## src/deferred_task_queue_macros.svh

```systemverilog
// ---------------------------------------------------------------------------
// Deferred task queue assertion macros
// Shared concurrent assertion forms, clocked on clk and disabled in reset.
// ---------------------------------------------------------------------------
`ifndef DEFERRED_TASK_QUEUE_MACROS_SVH
`define DEFERRED_TASK_QUEUE_MACROS_SVH

// Same-cycle implication
`define DTQ_ASSERT_NOW(label, ante, cons, msg) \
	label: assert property (@(posedge clk) disable iff (!arst_n) (ante) |-> (cons)) \
		else $error(msg);

// Next-cycle implication
`define DTQ_ASSERT_NEXT(label, ante, cons, msg) \
	label: assert property (@(posedge clk) disable iff (!arst_n) (ante) |=> (cons)) \
		else $error(msg);

`endif

```

## src/dtq_pkg.sv

```systemverilog
// ---------------------------------------------------------------------------
// Deferred task queue package
// Sizes, operation and outcome codes, and the request/response records.
// ---------------------------------------------------------------------------
package dtq_pkg;

	// table size and index width
	localparam int TASK_SLOTS = 16;
	localparam int SLOT_W     = $clog2(TASK_SLOTS);

	// field widths
	localparam int OP_W      = 3;
	localparam int ID_W      = 4;
	localparam int HANDLER_W = 8;
	localparam int DATA_W    = 32;
	localparam int OUTCOME_W = 2;

	// stream payload widths, padded to whole bytes
	localparam int IN_FIELDS_W  = ID_W + HANDLER_W + DATA_W;
	localparam int IN_TDATA_W   = ((IN_FIELDS_W + 7) / 8) * 8;
	localparam int OUT_FIELDS_W = ID_W + HANDLER_W + DATA_W + 1;
	localparam int OUT_TDATA_W  = ((OUT_FIELDS_W + 7) / 8) * 8;

	typedef enum logic [OP_W-1:0] {
		OP_INIT     = 3'd0,
		OP_ENABLE   = 3'd1,
		OP_DISABLE  = 3'd2,
		OP_SCHEDULE = 3'd3,
		OP_DISPATCH = 3'd4,
		OP_COMPLETE = 3'd5
	} op_t;

	typedef enum logic [OUTCOME_W-1:0] {
		OUT_DONE   = 2'd0,
		OUT_REJECT = 2'd1,
		OUT_EMPTY  = 2'd2
	} outcome_t;

	// one accepted operation
	typedef struct packed {
		logic [OP_W-1:0]      operation;
		logic [ID_W-1:0]      task_id;
		logic [HANDLER_W-1:0] handler_number;
		logic [DATA_W-1:0]    data_word;
	} req_t;

	// one result
	typedef struct packed {
		outcome_t             outcome;
		logic [ID_W-1:0]      run_id;
		logic [HANDLER_W-1:0] run_handler;
		logic [DATA_W-1:0]    run_data;
		logic                 queue_empty;
	} rsp_t;

	// stage control between input register, core and result register
	typedef struct packed {
		logic advance;
	} pipe_ctl_t;

endpackage

```

## src/deferred_task_queue.sv

```systemverilog
// ---------------------------------------------------------------------------
// Deferred task queue
// Task table with enable/queued/running marks and a FIFO of scheduled tasks.
// ---------------------------------------------------------------------------
// Takes one operation per clock while results are taken and returns exactly
// one result per operation, in order. An operation is registered on input;
// when it advances, it is applied to the task table and link registers and
// its result is registered for the master stream at the same edge, and the
// result register's occupancy sets when the next input can transfer. Tail and
// head registers keep every list change to a few link writes per operation.
// Handler and data of a task that was never initialized read as undefined.
module deferred_task_queue (
	input  logic                            clk,
	input  logic                            arst_n,
	input  logic                            s_tvalid,
	output logic                            s_tready,
	input  logic [dtq_pkg::IN_TDATA_W-1:0]  s_tdata,   // task_id, handler_number, data_word
	input  logic [dtq_pkg::OP_W-1:0]        s_tuser,   // operation
	output logic                            m_tvalid,
	input  logic                            m_tready,
	output logic [dtq_pkg::OUT_TDATA_W-1:0] m_tdata,   // run_id, run_handler, run_data, queue_empty
	output logic [dtq_pkg::OUTCOME_W-1:0]   m_tuser    // outcome
);

	logic               space;
	logic               valid;
	dtq_pkg::req_t      req;
	dtq_pkg::rsp_t      rsp;
	dtq_pkg::pipe_ctl_t ctl;

	// item moves from input register to result register
	assign ctl.advance = valid && space;

	dtq_in_stage u_in (
		.clk      (clk),
		.arst_n   (arst_n),
		.s_tvalid (s_tvalid),
		.s_tready (s_tready),
		.s_tdata  (s_tdata),
		.s_tuser  (s_tuser),
		.space    (space),
		.valid    (valid),
		.req      (req)
	);

	dtq_core u_core (
		.clk    (clk),
		.arst_n (arst_n),
		.ctl    (ctl),
		.req    (req),
		.rsp    (rsp)
	);

	dtq_out_stage u_out (
		.clk      (clk),
		.arst_n   (arst_n),
		.ctl      (ctl),
		.rsp      (rsp),
		.space    (space),
		.m_tvalid (m_tvalid),
		.m_tready (m_tready),
		.m_tdata  (m_tdata),
		.m_tuser  (m_tuser)
	);

endmodule

```

## src/dtq_in_stage.sv

```systemverilog
// ---------------------------------------------------------------------------
// Deferred task queue input stage
// Registers one operation from the slave stream and holds it until the core
// moves it into the result register.
// ---------------------------------------------------------------------------
module dtq_in_stage (
	input  logic                           clk,
	input  logic                           arst_n,
	input  logic                           s_tvalid,
	output logic                           s_tready,
	input  logic [dtq_pkg::IN_TDATA_W-1:0] s_tdata,   // task_id, handler_number, data_word
	input  logic [dtq_pkg::OP_W-1:0]       s_tuser,   // operation
	input  logic                           space,
	output logic                           valid,
	output dtq_pkg::req_t                  req
);

	logic          valid_s1;
	dtq_pkg::req_t req_s1;
	logic          take;

	// slot is free when empty or when its item moves on this cycle
	assign s_tready = !valid_s1 || space;
	assign take     = s_tvalid && s_tready;

	// occupancy
	always_ff @(posedge clk or negedge arst_n) begin
		if (!arst_n) begin
			valid_s1 <= 1'b0;
		end else if (take) begin
			valid_s1 <= 1'b1;
		end else if (space) begin
			valid_s1 <= 1'b0;
		end
	end

	// payload capture
	always_ff @(posedge clk) begin
		if (take) begin
			req_s1.operation      <= s_tuser;
			req_s1.task_id        <= s_tdata[dtq_pkg::ID_W-1:0];
			req_s1.handler_number <= s_tdata[dtq_pkg::ID_W +: dtq_pkg::HANDLER_W];
			req_s1.data_word      <= s_tdata[dtq_pkg::ID_W + dtq_pkg::HANDLER_W +: dtq_pkg::DATA_W];
		end
	end

	assign valid = valid_s1;
	assign req   = req_s1;

endmodule

```

## src/dtq_core.sv

```systemverilog
// ---------------------------------------------------------------------------
// Deferred task queue core
// Task marks, handler and data tables and the doubly linked FIFO; applies one
// operation per advance and forms its result.
// ---------------------------------------------------------------------------
`include "deferred_task_queue_macros.svh"

module dtq_core (
	input  logic               clk,
	input  logic               arst_n,
	input  dtq_pkg::pipe_ctl_t ctl,
	input  dtq_pkg::req_t      req,
	output dtq_pkg::rsp_t      rsp
);

	localparam int N = dtq_pkg::TASK_SLOTS;
	localparam int W = dtq_pkg::SLOT_W;

	// marks and list registers
	logic [N-1:0] enabled_q, queued_q, running_q;
	logic [W-1:0] head_q, tail_q;
	logic         nonempty_q;
	logic [W-1:0] fwd_q [N];
	logic [W-1:0] bwd_q [N];
	logic [dtq_pkg::HANDLER_W-1:0] handler_q [N];
	logic [dtq_pkg::DATA_W-1:0]    data_q    [N];

	// next state
	logic [N-1:0] enabled_d, queued_d, running_d;
	logic [W-1:0] head_d, tail_d;
	logic         nonempty_d;
	logic [W-1:0] fwd_d [N];
	logic [W-1:0] bwd_d [N];

	logic          id_ok;
	logic [W-1:0]  t;
	logic          do_unlink, do_append, do_store;
	logic [W-1:0]  x, nx, px;
	logic          is_head, is_tail;
	dtq_pkg::rsp_t rsp_d;

	assign id_ok = (32'(req.task_id) < 32'(N));
	assign t     = id_ok ? W'(req.task_id) : '0;

	// operation decode, marks and result
	always_comb begin
		enabled_d = enabled_q;
		running_d = running_q;
		do_unlink = 1'b0;
		do_append = 1'b0;
		do_store  = 1'b0;
		x         = t;
		rsp_d     = '0;
		rsp_d.outcome = dtq_pkg::OUT_DONE;
		unique case (req.operation)
			dtq_pkg::OP_INIT: begin
				if (!id_ok || req.handler_number == '0) begin
					rsp_d.outcome = dtq_pkg::OUT_REJECT;
				end else begin
					do_unlink    = queued_q[t];
					do_store     = 1'b1;
					enabled_d[t] = 1'b0;
					running_d[t] = 1'b0;
				end
			end
			dtq_pkg::OP_ENABLE: begin
				if (id_ok) enabled_d[t] = 1'b1;
			end
			dtq_pkg::OP_DISABLE: begin
				if (id_ok) begin
					do_unlink    = queued_q[t];
					enabled_d[t] = 1'b0;
					running_d[t] = 1'b0;
				end
			end
			dtq_pkg::OP_SCHEDULE: begin
				do_append = id_ok && enabled_q[t] && !queued_q[t];
			end
			dtq_pkg::OP_DISPATCH: begin
				if (!nonempty_q) begin
					rsp_d.outcome = dtq_pkg::OUT_EMPTY;
				end else begin
					x                 = head_q;
					do_unlink         = 1'b1;
					running_d[head_q] = 1'b1;
					rsp_d.run_id      = dtq_pkg::ID_W'(head_q);
					rsp_d.run_handler = handler_q[head_q];
					rsp_d.run_data    = data_q[head_q];
				end
			end
			dtq_pkg::OP_COMPLETE: begin
				if (id_ok) running_d[t] = 1'b0;
			end
			default: begin
			end
		endcase
	end

	// list neighbors of the task being removed
	assign nx      = fwd_q[x];
	assign px      = bwd_q[x];
	assign is_head = (x == head_q);
	assign is_tail = (x == tail_q);

	// link updates: unlink from anywhere, or append at the tail
	always_comb begin
		fwd_d      = fwd_q;
		bwd_d      = bwd_q;
		queued_d   = queued_q;
		head_d     = head_q;
		tail_d     = tail_q;
		nonempty_d = nonempty_q;
		if (do_unlink) begin
			if (is_head && is_tail) begin
				nonempty_d = 1'b0;
				head_d     = '0;
				tail_d     = '0;
			end else begin
				if (is_head) begin
					head_d    = nx;
					bwd_d[nx] = '0;
				end else begin
					fwd_d[px] = nx;
				end
				if (is_tail) begin
					tail_d    = px;
					fwd_d[px] = '0;
				end else if (!is_head) begin
					bwd_d[nx] = px;
				end
			end
			fwd_d[x]    = '0;
			bwd_d[x]    = '0;
			queued_d[x] = 1'b0;
		end else if (do_append) begin
			fwd_d[t] = '0;
			if (!nonempty_q) begin
				head_d     = t;
				tail_d     = t;
				bwd_d[t]   = '0;
				nonempty_d = 1'b1;
			end else begin
				fwd_d[tail_q] = t;
				bwd_d[t]      = tail_q;
				tail_d        = t;
			end
			queued_d[t] = 1'b1;
		end
	end

	// result with the queue state after the operation
	always_comb begin
		rsp             = rsp_d;
		rsp.queue_empty = !nonempty_d;
	end

	// control state
	always_ff @(posedge clk or negedge arst_n) begin
		if (!arst_n) begin
			enabled_q  <= '0;
			queued_q   <= '0;
			running_q  <= '0;
			head_q     <= '0;
			tail_q     <= '0;
			nonempty_q <= 1'b0;
		end else if (ctl.advance) begin
			enabled_q  <= enabled_d;
			queued_q   <= queued_d;
			running_q  <= running_d;
			head_q     <= head_d;
			tail_q     <= tail_d;
			nonempty_q <= nonempty_d;
		end
	end

	// links and task tables, undefined until written
	always_ff @(posedge clk) begin
		if (ctl.advance) begin
			fwd_q <= fwd_d;
			bwd_q <= bwd_d;
			if (do_store) begin
				handler_q[t] <= req.handler_number;
				data_q[t]    <= req.data_word;
			end
		end
	end

	`DTQ_ASSERT_NOW(a_empty_none_queued, !nonempty_q, queued_q == '0, "queue empty but a task is queued")
	`DTQ_ASSERT_NOW(a_ends_queued, nonempty_q, queued_q[head_q] && queued_q[tail_q], "head or tail not queued")
	`DTQ_ASSERT_NOW(a_queued_enabled, 1'b1, (queued_q & ~enabled_q) == '0, "queued task not enabled")
	`DTQ_ASSERT_NEXT(a_dispatch_runs, ctl.advance && req.operation == dtq_pkg::OP_DISPATCH && nonempty_q, running_q[$past(head_q)] && !queued_q[$past(head_q)], "dispatched task not marked running")

endmodule

```

## src/dtq_out_stage.sv

```systemverilog
// ---------------------------------------------------------------------------
// Deferred task queue result register
// Holds one result on the master stream until it is taken.
// ---------------------------------------------------------------------------
module dtq_out_stage (
	input  logic                            clk,
	input  logic                            arst_n,
	input  dtq_pkg::pipe_ctl_t              ctl,
	input  dtq_pkg::rsp_t                   rsp,
	output logic                            space,
	output logic                            m_tvalid,
	input  logic                            m_tready,
	output logic [dtq_pkg::OUT_TDATA_W-1:0] m_tdata,  // run_id, run_handler, run_data, queue_empty
	output logic [dtq_pkg::OUTCOME_W-1:0]   m_tuser   // outcome
);

	logic          valid_q;
	dtq_pkg::rsp_t rsp_q;

	// free when empty or when the held result transfers now
	assign space = !valid_q || m_tready;

	always_ff @(posedge clk or negedge arst_n) begin
		if (!arst_n) begin
			valid_q <= 1'b0;
		end else if (ctl.advance) begin
			valid_q <= 1'b1;
		end else if (m_tready) begin
			valid_q <= 1'b0;
		end
	end

	always_ff @(posedge clk) begin
		if (ctl.advance) begin
			rsp_q <= rsp;
		end
	end

	// pack fields, lowest first
	assign m_tvalid = valid_q;
	assign m_tuser  = rsp_q.outcome;
	assign m_tdata  = dtq_pkg::OUT_TDATA_W'({rsp_q.queue_empty, rsp_q.run_data,
		rsp_q.run_handler, rsp_q.run_id});

endmodule

```

## config.mk

```make
export PLATFORM = sky130hd
export DESIGN_NAME = deferred_task_queue
export DESIGN_NICKNAME = d
export VERILOG_FILES = /design/src/dtq_pkg.sv /design/src/deferred_task_queue.sv /design/src/dtq_in_stage.sv /design/src/dtq_core.sv /design/src/dtq_out_stage.sv
export VERILOG_INCLUDE_DIRS = /design/src /design/src/src
export SDC_FILE = /design/constraint.sdc
export NUM_CORES = 1
export LEC_CHECK = 0
export BUFFER_PORTS_ARGS = -buffer_cell sky130_fd_sc_hd__buf_4
export CAP_MARGIN = 20
export CORE_AREA = 4 4 391 239
export DETAILED_ROUTE_END_ITERATION = 8
export DIE_AREA = 0 0 395 243
export HOLD_SLACK_MARGIN = 0.03
export SYNTH_ARGS = -nofsm -noshare
export SYNTH_HDL_FRONTEND = slang
export SYNTH_SLANG_ARGS = --single-unit
```

## constraint.sdc

```tcl
create_clock -name clk -period 9.1 [get_ports clk]
set_input_delay 0.91 -clock clk [delete_from_list [all_inputs] [get_ports clk]]
set_output_delay 0.91 -clock clk [all_outputs]
set_load 0.05 [all_outputs]
```

# --- Word level (Yosys, flattened, before mapping) ---
# Memory sizes are Yosys's and may differ from the RTL's. A register that Yosys moved wholly into a read port is not among the register bits.
# Index checks and enable logic that the tools add are counted.
word_totals:
  inputBits: 55
  ram_bits: 640
  out_inout_bits: 52
  mem_bits_ro: 0
  reg_bits: 225
  n_memories: 2
  wordCells: 202
  latchBits: 0
mem_list:
  columns: ["memory", "depth", "width", "read_ports", "rd_clocked_by_memory_dff", "write_ports", "line", "text"]
  rows:
  - ["u_core.data_q", 16, 32, 1, 1, 1, "dtq_core.sv:26", "logic [dtq_pkg::DATA_W-1:0] data_q [N];"]
  - ["u_core.handler_q", 16, 8, 1, 1, 1, "dtq_core.sv:25", "logic [dtq_pkg::HANDLER_W-1:0] handler_q [N];"]
op_classes:
  bitwise_logic: 21
  div_mod_pow: 0
  reduce_logical: 30
  add_sub_neg: 0
  eq_ne: 9
  n_lt_le_gt_ge: 14
  shift: 0
  n_mul: 0
  mux: 80
op_table:
  columns: ["operator", "n"]
  rows:
  - ["64-bit 2-to-1 mux", 19]
  - ["64-bit bitwise AND", 6]
  - ["64-bit bitwise mux", 4]
  - ["64-bit NOT", 4]
  - ["4-bit demux with 4-bit select", 5]
  - ["4-bit 2-to-1 mux", 19]
  - ["16-bit 2-to-1 mux", 3]
  - ["16-bit one-hot mux with 3 select lines", 1]
  - ["16-bit bitwise AND", 2]
  - ["4-bit binary-select mux with 4-bit select", 2]
  - ["16-bit NOT", 2]
  - ["16-bit bitwise OR", 2]
  - ["5-bit greater-or-equal comparator (second input constant)", 5]
  - ["5-bit by 1-bit less-than comparator with 1-bit output (second input constant)", 5]
  - ["4-bit NOT with 5-bit output", 5]
  - ["1-bit 2-to-1 mux", 20]
  - ["1-bit logical AND", 11]
  - ["4-bit by 5-bit less-than comparator with 1-bit output (second input constant)", 2]
  - ["3-bit AND reduction", 3]
  - ["1-bit binary-select mux with 4-bit select", 2]
  - ["1-bit demux with 4-bit select", 2]
  - ["4-bit == test", 2]
  - ["4-bit by 1-bit greater-or-equal comparator with 1-bit output (second input constant)", 2]
  - ["8-bit logical NOT", 1]
  - ["14 further kinds", 25]

# --- Depth between registers and ports, before layout ---
logic_depth:
  ltp_word: 23
  mapped_depth: 14
  ltp_nobuf: 9

# --- By module ---
# A second synthesis with hierarchy kept.
hier_totals:
  cells_unflattened: 2473
  area_unflattened_um2: 39673.0
by_module_without_submodules:
  columns: ["module", "cells_each", "area_each_um2", "instances", "seq_area_each_um2"]
  rows:
  - ["dtq_core", 2367, 36716.5, 1, 24088.1]
  - ["dtq_out_stage", 54, 1485.2, 1, 1436.4]
  - ["dtq_in_stage", 51, 1465.2, 1, 1436.4]
  - ["deferred_task_queue", 1, 6.3, 1, 0.0]

# --- Least setup slack after synthesis ---
# No wires, ideal clock.
synth_path:
  kind: "in2reg"
  start: "in m_tready"
  end: "reg u_core.queued_q[0]"
  path_slack_ns: 4.163
  n_path_buf: 1
  setup_time_ns: 0.089
  required_time_ns: 9.011
  t_arrival_ns: 4.848
  path_stages: 8
  cell_sequence: "nand2b_1 > nand2_1 > inv_1 > o21ai_0 > inv_1 > clkbuf_1 > a31oi_1 > o21ai_0"
synth_via:
  elab_chain_cells: 3
synth_lines:
  columns: ["element", "line", "text"]
  rows:
  - ["start: declaration", "deferred_task_queue.sv:20", "input logic m_tready,"]
  - ["1-bit logical OR", "dtq_out_stage.sv:21", "assign space = !valid_q || m_tready;"]
  - ["1-bit logical AND", "deferred_task_queue.sv:32", "assign ctl.advance = valid && space;"]
  - ["net ctl", "deferred_task_queue.sv:29", "dtq_pkg::pipe_ctl_t ctl;"]
  - ["2-bit AND reduction (no source line)", null, null]
  - ["end signal: assignment", "dtq_core.sv:168", "queued_q <= queued_d;"]
  - ["end: declaration", "dtq_core.sv:20", "logic [N-1:0] enabled_q, queued_q, running_q;"]
# The timed path passes the listed nets, and every way through them passes these cells.
# A chain may end at the register's enable or synchronous reset.

==> run_results.csv <==
group,metric,value,unit
cts,clockBufferDepth,3,
placement,place_area,0.0423,mm2
sta,fin_crit_sh,58.8,%
sta,finalHoldViolCount,0,
worst_setup_path,critical-path-top-delay-family,"simple AND/OR/NAND/NOR gates",
cts,post_cts_resized,0,
min_path,hold_class,"in2async",
logic_synthesis,yosys-top-cells-area,"edfxtp_1, mux4_2, mux2i_1",
flow_run,drv_cap,0,
logic_synthesis,yosysMostFrequentCell,"edfxtp_1",
logic_synthesis,seq_area_frac_synth,67.1,%
power,clkPwrFrac,35.4,%
layout,final_nets,2695,
die,floorplan.io_pins,107,
worst_setup_path,crit_fanout,21,
worst_setup_path,crit_chain,"nand4bb_4, mux2i_4, buf_4, nor2_1, a32oi_1, nand2_1, nor3_1, o211ai_1, o21ba_2, o31ai_1",
sta,setup_viol,0,
logic_synthesis,ys_types,74,
logic_synthesis,synth-edff-count,862,
worst_setup_path,cpMaxStageDelayCell,"o211ai_1",
grt,grt_first_pass_wirelength,168,mm
worst_setup_path,critPathRequiredTime,9510,ps
grt,grt-busiest-layer,"met1",
grt,use_met3,7.36,%
cts,htree_levels,3,
power,powerDensity,227,mW/mm2
worst_setup_path,path_buf_inv,1,
sta,tightest_slew,1240,ps
worst_setup_path,crit_path_end_kind,"flip-flop",
placement,gp_congestion,0.976,
die,initial_core_util,44.9,%
logic_synthesis,syn_area,0.0402,mm2
power,combinationalPowerShare,17.1,%
cts,cts.sinks,905,
routing,drc,0,
outcome,status,"completed",
die,die_w,395,um
routing,wl_per_cell,29.5,um
power,switchingPower,2800,uW
sta,slew_headroom,17.1,%
worst_setup_path,ff2ff_path_depth,10,
logic_synthesis,ys_warn_count,0,
cts,cts_buffers,85,
layout,layout-drive-gt1-share,22.4,%
worst_setup_path,critical-path-max-stage-delay,900,ps
cts,cts_root_buf,"clkbuf_16",
grt,met1_usage,35.8,%
placement,io_buffers,99,
grt,grt_max_degree,99,
power,seq_power_share,47.6,%
layout,area_growth_syn_to_layout,12.5,%
cts,path_clk_slew,70,ps
power,p_int,7470,uW
grt,grt_use_total,23.7,%
worst_setup_path,crit_type,"reg2reg",
logic_synthesis,synthCells,2576,
grt,grt_overflow,0,
routing,drtIter0Drc,3597,
die,coreArea,0.0894,mm2
routing,drt-pass1-iter-count,8,
grt,grt_pass1_vias,24421,
grt,antenna_found_initial,7,
sta,clock_skew,40.3,ps
sta,rsz0062_at_grt,"false",
logic_synthesis,netlist_top_cells_count,"edfxtp_1, nand2_1, mux4_2",
sta,tns,0,ps
cts,clk_latency,700,ps
die,rows,85,
logic_synthesis,synthArstFlopShare,4.75,%
layout,final_area,0.0452,mm2
worst_setup_path,cp-start-kind,"flip-flop",
logic_synthesis,synth_top_area_cell,"edfxtp_1",
worst_setup_path,crit_arrival,5760,ps
logic_synthesis,yosysTopAreaCellShare,64.5,%
cts,postCtsHoldBufs,0,
logic_synthesis,synth_ff_type,"edfxtp_1",
routing,wl,116,mm
cts,cts_tree,"done",
power,p_leak,0.0146,uW
placement,place_hpwl,67.8,mm
sta,fmax,187,MHz
power,finalPower,10300,uW
sta,period_needed,5350,ps
grt,grt_use_met2,33.3,%
die,die_area,0.0960,mm2
die,die_h,243,um
power,ir_worst_vdd,0.175,mV
logic_synthesis,postSynthAreaPerCell,15.6,um2
worst_setup_path,cp.depth,10,
sta,report.final.slew_viol_count,0,
routing,avgViaCountPerCell,6.39,
routing,ant_nets,0,
routing,routed-via-count,25124,
cts,postCtsSetupRepairBufs,0,
logic_synthesis,synth-seq-cells,905,
power,netSwitchingFraction,27.2,%
## power by group through the flow
stage	clock network, uW	registers, uW	logic [uW]
final	3630	4880	1750
after global routing	3880	4890	1850
after CTS	3710	4880	1730
after detailed placement	0	4970	1730
after global placement	0	4960	1700
after floorplan	0	4850	1320
## state kept, by name, indices dropped and copies added, names as in the netlist, named ones only
name	flops
u_core.data_q	512
u_core.bwd_q	64
u_core.tail_q	4
u_in.req	47
u_out.m_tvalid	1
u_out.m_tuser	2
u_core.handler_q	128
u_in.valid	1
u_core.nonempty_q	1
u_out.m_tdata	45
u_core.fwd_q	64
u_core.head_q	4
u_core.queued_q	16
## kinds of logic after synthesis
group,synth area share [%]
AOI/OAI and AO/OA,9.57
other,0.00934
muxes,14.3
buffers and inverters,1.91
and+or+nand+nor,6.81
DFF,67.1
xor gates and xnor gates,0.218
## stage by stage
| step | setup slack, ps | hold WS, ps | utilization (%) | std cells |
|---|---|---|---|---|
| final | 3750 | 232 | 50.5 | 3930 |
| after global routing | 3720 | 250 | 50.5 | 3928 |
| after CTS | 4040 | 210 | 50.4 | 3922 |
| after detailed placement | 4070 | 493 | 47.3 | 3767 |
| after global placement | 4180 | 476 | 47.3 | 3767 |
| after floorplan | 4160 | 457 | - | 2578 |
## cell usage in the layout, fill, tap and decap left out, types with 23 or more instances in the layout
cell,synthesis,final
a211oi_1,23,23
a21oi_1,97,97
a32oi_1,27,27
and2_1,40,39
and3_1,38,38
buf_4,7,149
clkbuf_16,0,85
dfrtp_1,43,38
edfxtp_1,862,862
mux2i_1,117,116
mux4_2,199,199
nand2_1,272,272
nand3_1,39,38
nor2_1,115,98
o21ai_0,106,103
o21ai_1,35,37
o21ba_2,31,31
o22ai_1,120,119
o31ai_1,34,34
## worst paths after layout
check,from,end,slack [ps]
setup / recovery,u_in.req[44]$_DFFE_PP_,u_core.bwd_q[2]$_DFFE_PP_,3750
hold / removal,arst_n,u_core.tail_q[1]$_DFFE_PN0P_,230
setup reg to reg,u_in.req[44]$_DFFE_PP_,u_core.bwd_q[2]$_DFFE_PP_,3750
hold reg to reg,u_in.valid$_DFFE_PN0P_,u_out.m_tvalid$_DFFE_PN0P_,500
max in group asynchronous,arst_n,u_core.head_q[3]$_DFFE_PN0P_,8400
min in group clk,s_tdata[0],u_in.req[40]$_DFFE_PP_,390
## cell type report
cell class | count | area, um2
fill | 7290 | 44300
multi-input combinational | 1490 | 12600
clock inverter | 57 | 627
antenna | 4 | 10.0
timing repair buffer | 153 | 1190
inverter | 5 | 20.0
clock buffer | 98 | 2190
tap | 1218 | 1520
sequential | 905 | 27000
## layer usage
layer	vias up	share of wire (%)
met5	-	0.011
met4	2	2.3
met3	213	12
met2	1616	43
met1	12854	43
li1	10439	-
No activity file was read; power rests on OpenSTA's default activity.
